**src/rtl/lti_pkg.sv**
```systemverilog
// shared constants for the line / triangle intersection block
`timescale 1ns / 1ps
`default_nettype none

package lti_pkg;

    // default coordinate width
    localparam int COORD_WIDTH_DEF = 16;

    // configuration register map
    localparam int CFG_IDX_W = 3;
    localparam logic [CFG_IDX_W-1:0] REG_ORIGIN_X    = 3'd0;
    localparam logic [CFG_IDX_W-1:0] REG_ORIGIN_Y    = 3'd1;
    localparam logic [CFG_IDX_W-1:0] REG_ORIGIN_Z    = 3'd2;
    localparam logic [CFG_IDX_W-1:0] REG_DIRECTION_X = 3'd3;
    localparam logic [CFG_IDX_W-1:0] REG_DIRECTION_Y = 3'd4;
    localparam logic [CFG_IDX_W-1:0] REG_DIRECTION_Z = 3'd5;

    // cosine threshold 0.001, squared and inverted
    localparam int COS_SCALE   = 1000000;
    localparam int COS_SCALE_W = 21;

    // operand slice width of the pipelined multiplier
    localparam int MUL_CHUNK = 18;

endpackage

`default_nettype wire

```
**src/rtl/lti_mul.sv**
```systemverilog
// two-stage signed multiplier, wide operand cut into slices
`timescale 1ns / 1ps
`default_nettype none

module lti_mul #(
    parameter int AW = 16,
    parameter int BW = 16,
    parameter int CW = lti_pkg::MUL_CHUNK
) (
    input  logic                 i_clk,
    input  logic signed [AW-1:0] i_a,
    input  logic signed [BW-1:0] i_b,
    output logic signed [AW+BW-1:0] o_p
);

    localparam int K   = (AW + CW - 1) / CW;
    localparam int XW  = K * CW;
    localparam int PPW = CW + BW + 1;
    localparam int SW  = XW + BW + 1;

    logic signed [XW-1:0]    a_ext;
    logic signed [PPW-1:0]   n_pp [K];
    logic signed [PPW-1:0]   r_pp [K];
    logic signed [SW-1:0]    n_acc;
    logic signed [AW+BW-1:0] r_p;

    assign a_ext = XW'(i_a);

    // partial products: low slices unsigned, top slice signed
    always_comb begin
        for (int j = 0; j < K; j++) begin
            if (j == K - 1) begin
                n_pp[j] = $signed(a_ext[j*CW +: CW]) * i_b;
            end else begin
                n_pp[j] = $signed({1'b0, a_ext[j*CW +: CW]}) * i_b;
            end
        end
    end

    always_comb begin
        n_acc = '0;
        for (int j = 0; j < K; j++) begin
            n_acc = n_acc + (SW'(r_pp[j]) <<< (j * CW));
        end
    end

    always_ff @(posedge i_clk) begin
        r_pp <= n_pp;
        r_p  <= n_acc[AW+BW-1:0];
    end

    assign o_p = r_p;

endmodule

`default_nettype wire

```
**config.mk**
```make
export PLATFORM = sky130hd
export DESIGN_NAME = lti_mul
export DESIGN_NICKNAME = d
export VERILOG_FILES = /design/src/rtl/lti_pkg.sv /design/src/rtl/lti_mul.sv
export SDC_FILE = /design/constraint.sdc
export NUM_CORES = 1
export LEC_CHECK = 0
export BUFFER_PORTS_ARGS = -buffer_cell sky130_fd_sc_hd__buf_2
export CORE_MARGIN = 4
export CORE_UTILIZATION = 35
export CTS_CLUSTER_SIZE = 10
export DETAILED_ROUTE_END_ITERATION = 16
export HOLD_SLACK_MARGIN = 0.06
export PLACE_DENSITY_LB_ADDON = 0.12
export SYNTH_ARGS = -nofsm -noshare
export SYNTH_HDL_FRONTEND = slang
export SYNTH_SLANG_ARGS = --single-unit
```
**constraint.sdc**
```tcl
create_clock -name i_clk -period 12.45 [get_ports i_clk]
set_input_delay 2.49 -clock i_clk [delete_from_list [all_inputs] [get_ports i_clk]]
set_output_delay 2.49 -clock i_clk [all_outputs]
set_load 0.03 [all_outputs]
```
==> results of run 1 <==
how the worst max path moves through the flow:
stage                       start  slack [ns]  endpoint
after CTS                  i_b[1]        3.96  r_pp[30]
after global routing       i_b[1]        3.48  r_pp[30]
final                      i_b[1]        3.88  r_pp[30]
after detailed placement   i_b[1]        3.57  r_pp[30]
after floorplan           i_a[15]        4.32  r_pp[29]
after global placement     i_b[1]        3.69  r_pp[30]
layout make-up:
cell class	instances	share of cell area, %
clock buffers	11	1.911
multi-input cells	765	71.16
well taps	402	4.131
flip-flops and latches	64	10.52
clock inverters	5	0.6680
repair buffers	64	2.631
inverters	291	8.971
registers in the layout, summed over array words and instances (netlist names):
name / flops
o_p: 32
r_pp: 32
Yosys cell counts (2+ instances only):
cell and count:
o21bai_1 4, dfxtp_1 64, and3_1 6, nand4_1 6, and2_1 122, ha_1 82, or2_2 2, a21oi_2 2
o21a_1 2, nand2b_1 4, a21o_1 18, fa_1 262, inv_1 291, xnor2_1 27, a31oi_1 6, o21ai_0 6
nand3_1 3, a211oi_1 2, nand2_1 133, xor2_1 10, a21oi_1 16, nor2_1 27, o31ai_1 2, clkbuf_1 37
nor3_1 6
metrics by stage:
stage	hold WS, ns	util [%]	instances	setup WS, ns	instance area (sq um)
after floorplan	0.3096	-	1157	4.324	11180
after global placement	0.3106	37.59	1586	3.687	11860
after detailed placement	0.3128	37.59	1586	3.568	11860
after global routing	0.3270	38.58	1602	3.475	12180
after CTS	0.3255	38.58	1602	3.962	12180
final	0.3228	38.58	1602	3.875	12180
worst max-delay path, cell delays in order:
cell       delay (ns)
buf_2            0.21
nand2_1          0.15
inv_1            0.09
fa_1             0.76
fa_1             0.50
fa_1             0.49
fa_1             0.51
fa_1             0.49
inv_1            0.05
fa_1             0.47
inv_1            0.04
ha_1             0.42
nand4_1          0.28
nor3_1           0.39
nand4_1          0.15
a211oi_1         0.69
o41ai_2          0.18
o2111ai_1        0.22
a21oi_1          0.10
xnor2_1          0.12
cell families (layout without fill, tap and decap cells):
group | after synthesis | count (layout)
buffers and inverters | 328 | 371
AO/OA/AOI/OAI | 70 | 70
flip-flops | 64 | 64
adder cells (fa/ha/maj) | 344 | 344
XOR/XNOR | 37 | 37
AND/OR/NAND/NOR | 314 | 314
placed cells by master, fill, tap and decap left out, types with 9 or more instances in the layout:
master,synthesis,layout
nor2_1,27,27
dfxtp_1,64,64
ha_1,82,82
xor2_1,10,10
nand2_1,133,133
a21o_1,18,18
a21oi_1,16,16
and2_1,122,122
inv_1,291,291
fa_1,262,262
buf_2,0,64
xnor2_1,27,27
clkbuf_16,0,9
routing by layer:
layer  part of all wire, %  wire (um)  global-route usage (%)
met5                     0          0                       0
met1                    40      10880                   19.63
met4                   1.9        522                   4.750
met3                   2.5        681                   2.637
met2                    55      14820                   32.08
==> flow_summary.ini, run 1 <==
[outcome]
status = completed

[finish]
drive_gt1_share_pct = 7.083
seq_area_sq_mm = 0.001281
fillers = 3216
multi_input_area_sq_mm = 0.008665
fin_nets = 1572
diodes = 0
syn2layout_area_growth_pct = 8.933

[die]
die_h_um = 186.7
start_util_pct = 35.42
dieArea_sq_mm = 0.03486
die_width_um = 186.7
ios = 65
row_count = 65
core_area_sq_mm = 0.03156

[critical_path]
cp.required_ns = 12.70
r2r-start = r_pp[30]
worstPathArrival_ns = 8.83
startpoint_type = primary input
rr_worst_depth = 0
cp_max_fo = 16
worstSetupPathType = primary input to flop
ff2ff_setup_slack_ns = 12.04
cp-end-kind = flop
rr_endpoint = o_p[30]

[synthesis]
synth_edf_count = 0
synthSimpleGateAreaFrac_pct = 13.95
synth_top_area_share_pct = 46.93
syn-num-nets = 1534
synth_cell_types = 42
synthAdderAreaFrac_pct = 56.11
synthMuxAreaShare_pct = 0
yosys_warnings = 0
synth_top_area_cell = fa_1
seq_area_frac_synth_pct = 11.46
synth-seq-cells = 64
syn_area_sq_mm = 0.01118
synth_compound_area_share_pct = 4.567
synth_xor_area_share_pct = 2.899
syn_inst = 1157
synth_ff_type = dfxtp_1
synth.avg_cell_area_sq_um = 9.660
async_reset_ff_share_pct = 0
synth_top_family_by_area = adder cells
netlist_top_cells_area = fa_1 47%, dfxtp_1 11%, inv_1 9.8%

[drt]
drtPass1Iterations = 4
via_per_inst = 4.677
wl_per_cell_um = 16.79
drt_iter0_drc = 311
drt_drc_violations_left = 0
vias = 7493
drt-total-wl_um = 26900
ant_nets = 0

[clock_network]
cts.sinks = 64
postCtsSetupBuffers = 0
clk_latency_ns = 0.36
clk_pin_slew_ns = 0.05
cts_resized = 0
root_buffer = clkbuf_16
ctsHoldBuffers = 0
tritoncts = built
cts_buffers = 9
cts_max_level = 3
ctsLongestPathBuffers = 2

[sta]
worstMarginPinSlew_ns = 0.8491
rsz0062_at_grt = no
setup_tns_ns = 0
slew_headroom_pct = 43.05
slew_violations = 0
final_hold_viol_count = 0
clock-skew-final_ns = 0.01207
setup_viol = 0
final.min_clock_period_ns = 8.575
min_period_over_period_pct = 68.87
fmax_mhz = 116.6

[global_route]
grt_pass1_vias = 8769
track_usage_pct = 16.88
grt_max_degree = 17
gr-total-overflow = 0
grt_first_pass_wirelength_um = 45890
antenna_found_initial = 0

[placed_design]
hpwl_um = 22100
place_congestion = 0.8034
place.port_buffers = 64

[worst_hold_path]
hold_depth = 0
min_from = r_pp[3]
whs_endpoint = o_p[3]
hp-class = flop to flop

[job]
maxCapViolCount = 0
Power of run 1 is left out: the tool's default activity adds up to more than one toggle a clock period on the data nets, which glitch-free logic cannot reach.
==> run 2: changes to the inputs <==
- clock period: 12.45 -> 8.1 ns (I/O delays scaled with it)
==> run 2 against run 1 <==
  * Final cell count is 0.37% higher
  * Non-clock buffer count is 6 higher
  * Clock-buffer cell count down 2
  * First-iteration DRC count is 10% lower
  * Critical endpoint unchanged
  * Die area unchanged
  * Largest cell class unchanged
  * Register-to-register slack got worse by 4.4 ns
  * Global-route usage is essentially flat
==> flow_summary.ini, run 2 (synthesis results as in run 1) <==
[outcome]
status = completed

[die]
die_width_um = 186.7
start_util_pct = 35.42
die_h_um = 186.7
core_area_sq_mm = 0.03156
dieArea_sq_mm = 0.03486
ios = 65
row_count = 65

[placed_design]
hpwl_um = 22590
place.port_buffers = 64
place_congestion = 0.8061

[clock_network]
tritoncts = built
cts.sinks = 64
cts_resized = 0
cts_max_level = 3
clk_pin_slew_ns = 0.06
ctsLongestPathBuffers = 2
postCtsSetupBuffers = 0
root_buffer = clkbuf_16
cts_buffers = 9
ctsHoldBuffers = 0
clk_latency_ns = 0.36

[worst_hold_path]
hold_depth = 0
hp-class = flop to flop

[job]
maxCapViolCount = 0

[sta]
clock-skew-final_ns = 0.01183
slew_headroom_pct = 54.33
setup_viol = 0
min_period_over_period_pct = 93.37
slew_violations = 0
final.min_clock_period_ns = 7.563
rsz0062_at_grt = no
fmax_mhz = 132.2
worstMarginPinSlew_ns = 0.6809
final_hold_viol_count = 0
setup_tns_ns = 0

[global_route]
grt_first_pass_wirelength_um = 45740
grt_max_degree = 17
grt_pass1_vias = 8774
track_usage_pct = 16.85
gr-total-overflow = 0
antenna_found_initial = 0

[drt]
vias = 7557
ant_nets = 0
wl_per_cell_um = 16.75
drtPass1Iterations = 5
drt_iter0_drc = 280
via_per_inst = 4.700
drt-total-wl_um = 26930
drt_drc_violations_left = 0

[critical_path]
rr_worst_depth = 0
cp_max_fo = 16
cp-end-kind = flop
worstPathArrival_ns = 7.81
cp.required_ns = 8.35
worstSetupPathType = primary input to flop
startpoint_type = primary input

[finish]
multi_input_area_sq_mm = 0.008665
fin_nets = 1578
diodes = 0
seq_area_sq_mm = 0.001281
final_common_cell = inv_1
mostFrequentLayoutCells = 291 x inv_1, 262 x fa_1, 133 x nand2_1
drive_gt1_share_pct = 7.711
syn2layout_area_growth_pct = 9.459
fillers = 3255
## run 2: changes by cell type in the layout (fill, tap and decap cells not counted)
| cell | delta |
|---|---|
| buf_4 | +6 |
| clkbuf_1 | -2 |
| clkinv_2 | -1 |
| clkinv_4 | +1 |
| inv_6 | +2 |
## run 2: worst paths after layout
kind,start,to,slack (ns)
worst max-delay path,i_b[7],r_pp[30],0.54
worst min-delay path,r_pp[5],o_p[5],0.32
worst max register to register,r_pp[30],o_p[30],7.68
worst min register to register,r_pp[5],o_p[5],0.32
## run 2: layout make-up
| class | instances | area share, % |
|---|---|---|
| well taps | 402 | 4.111 |
| inverters | 291 | 8.928 |
| clock inverters | 7 | 0.8386 |
| repair buffers | 70 | 2.986 |
| multi-input cells | 765 | 70.82 |
| clock buffers | 9 | 1.841 |
| flip-flops and latches | 64 | 10.47 |
## run 2: metrics by stage
| step | instances | hold slack, ns | cell area [sq um] | worst slack [ns] | util, % |
|---|---|---|---|---|---|
| global placement | 1592 | 0.3099 | 11910 | 0.2262 | 37.73 |
| finish | 1608 | 0.3241 | 12230 | 0.5367 | 38.77 |
| global route | 1608 | 0.3312 | 12230 | 0.2196 | 38.77 |
| detailed placement | 1592 | 0.3121 | 11910 | 0.1360 | 37.73 |
| CTS | 1608 | 0.3256 | 12230 | 0.5431 | 38.77 |
| floorplan | 1157 | 0.3096 | 11180 | 0.8438 | - |
## run 2: worst max-delay path, cell delays in order
cell and delay (ns):
buf_2 0.36, nand2_1 0.15, fa_1 0.55, inv_1 0.06, fa_1 0.50, fa_1 0.63, fa_1 0.46, fa_1 0.49
inv_1 0.05, fa_1 0.47, inv_1 0.04, ha_1 0.41, nand4_1 0.30, nor3_1 0.38, nand4_1 0.14, a211oi_1 0.56
o41ai_2 0.18, o2111ai_1 0.24, a21oi_1 0.11, xnor2_1 0.12
## run 2: layer usage
layer | track usage (%) | part of all wire (%) | vias up
met1 | 19.54 | 40 | 3959
met4 | 4.608 | 1.6 | 0
met5 | 0 | 0 | -
li1 | - | - | 3464
met3 | 2.319 | 2.9 | 16
met2 | 32.36 | 56 | 118
Power of run 2 is left out for the same reason.
==> run 3: changes to the inputs <==
- CORE_ASPECT_RATIO: not set -> 0.7
- CORE_MARGIN: 4 -> 2
==> run 3 against run 2 <==
  * Critical path depth stayed put
  * Die area shrank 4.2%
  * Via count down 3.1%
==> flow_summary.ini, run 3 (synthesis results as in run 1) <==
[outcome]
status = completed

[sta]
min_period_over_period_pct = 90.75
final.min_clock_period_ns = 7.351
setup_viol = 0
hold_slack_ns = 0.3258
worstMarginPinSlew_ns = 0.5387
rsz0062_at_grt = no
fmax_mhz = 136.0
clock-skew-final_ns = 0.003367
setup_tns_ns = 0
slew_violations = 0
slew_headroom_pct = 63.87
final_hold_viol_count = 0

[placed_design]
dp_cells = 1608
place_congestion = 0.8517
place.port_buffers = 64
hpwl_um = 24200

[finish]
instances_no_fill = 1624
mostFrequentLayoutCells = 291 x inv_1, 262 x fa_1, 133 x nand2_1
drive_gt1_share_pct = 7.558
final_common_cell = inv_1
diodes = 0
syn2layout_area_growth_pct = 9.526
fin_nets = 1576

[clock_network]
ctsHoldBuffers = 0
cts.sinks = 64
cts_buffers = 9
clk_pin_slew_ns = 0.06
cts_resized = 0
cts_max_level = 3
tritoncts = built
postCtsSetupBuffers = 0
root_buffer = clkbuf_16
ctsLongestPathBuffers = 2
clk_latency_ns = 0.34

[critical_path]
ff2ff_setup_slack_ns = 7.69
cp_max_fo = 16
worstPathArrival_ns = 7.59
cp-end-kind = flop
startpoint_type = primary input
worstSetupPathType = primary input to flop
cp.required_ns = 8.34

[drt]
drt-total-wl_um = 28860
drtPass1Iterations = 5
vias = 7320
drt_drc_violations_left = 0
drt_iter0_drc = 369
ant_nets = 0
via_per_inst = 4.507
wl_per_cell_um = 17.77

[global_route]
gr-total-overflow = 0
antenna_found_initial = 0
grt_first_pass_wirelength_um = 46440
track_usage_pct = 18.32
grt_max_degree = 17
grt_pass1_vias = 7904

[die]
core_area_sq_mm = 0.03128
ios = 65
row_count = 54
die_h_um = 153.5
dieArea_sq_mm = 0.03340
start_util_pct = 35.73
die_width_um = 217.6

[job]
maxCapViolCount = 0

[worst_hold_path]
hp-class = flop to flop
## run 3: cell type report
| cell class | count | area, sq um |
|---|---|---|
| clock buffer | 9 | 225.2 |
| sequential | 64 | 1281 |
| fill | 3138 | 19040 |
| multi-input combinational | 765 | 8665 |
| inverter | 291 | 1092 |
| tap | 420 | 525.5 |
| clock inverter | 7 | 102.6 |
| timing repair buffer | 68 | 350.3 |
## run 3: critical path, cell delays in order
cell and delay (ns):
buf_2 0.36, nand2_1 0.15, fa_1 0.55, inv_1 0.05, fa_1 0.48, fa_1 0.64, fa_1 0.47, fa_1 0.49
inv_1 0.05, fa_1 0.48, inv_1 0.04, ha_1 0.42, nand4_1 0.25, nor3_1 0.31, nand4_1 0.14, a211oi_1 0.46
o41ai_2 0.16, o2111ai_1 0.22, a21oi_1 0.11, xnor2_1 0.12
## run 3: stage by stage
step	util [%]	cell area, sq um	setup slack (ns)
after floorplan	-	11180	0.8438
after global placement	38.09	11910	0.3200
after detailed placement	38.09	11910	0.3154
after CTS	39.13	12240	0.6839
after global routing	39.13	12240	0.4266
final	39.13	12240	0.7491
## run 3: path summary, 6_finish.rpt
path	startpoint	to	cells after the start
setup reg to reg	r_pp[23]	o_p[23]	0
hold / removal	r_pp[21]	o_p[21]	0
setup / recovery	i_b[7]	r_pp[30]	20
hold reg to reg	r_pp[21]	o_p[21]	0
## run 3: routing by layer
metal  GRT usage [%]  vias up  share of wire (%)
met1           30.86     3680                 57
met3           4.669       14                6.8
li1                -     3455                  -
met2           23.07      171                 36
met5               0        -                  0
met4           2.707        0               0.61
Power of run 3 is left out for the same reason.
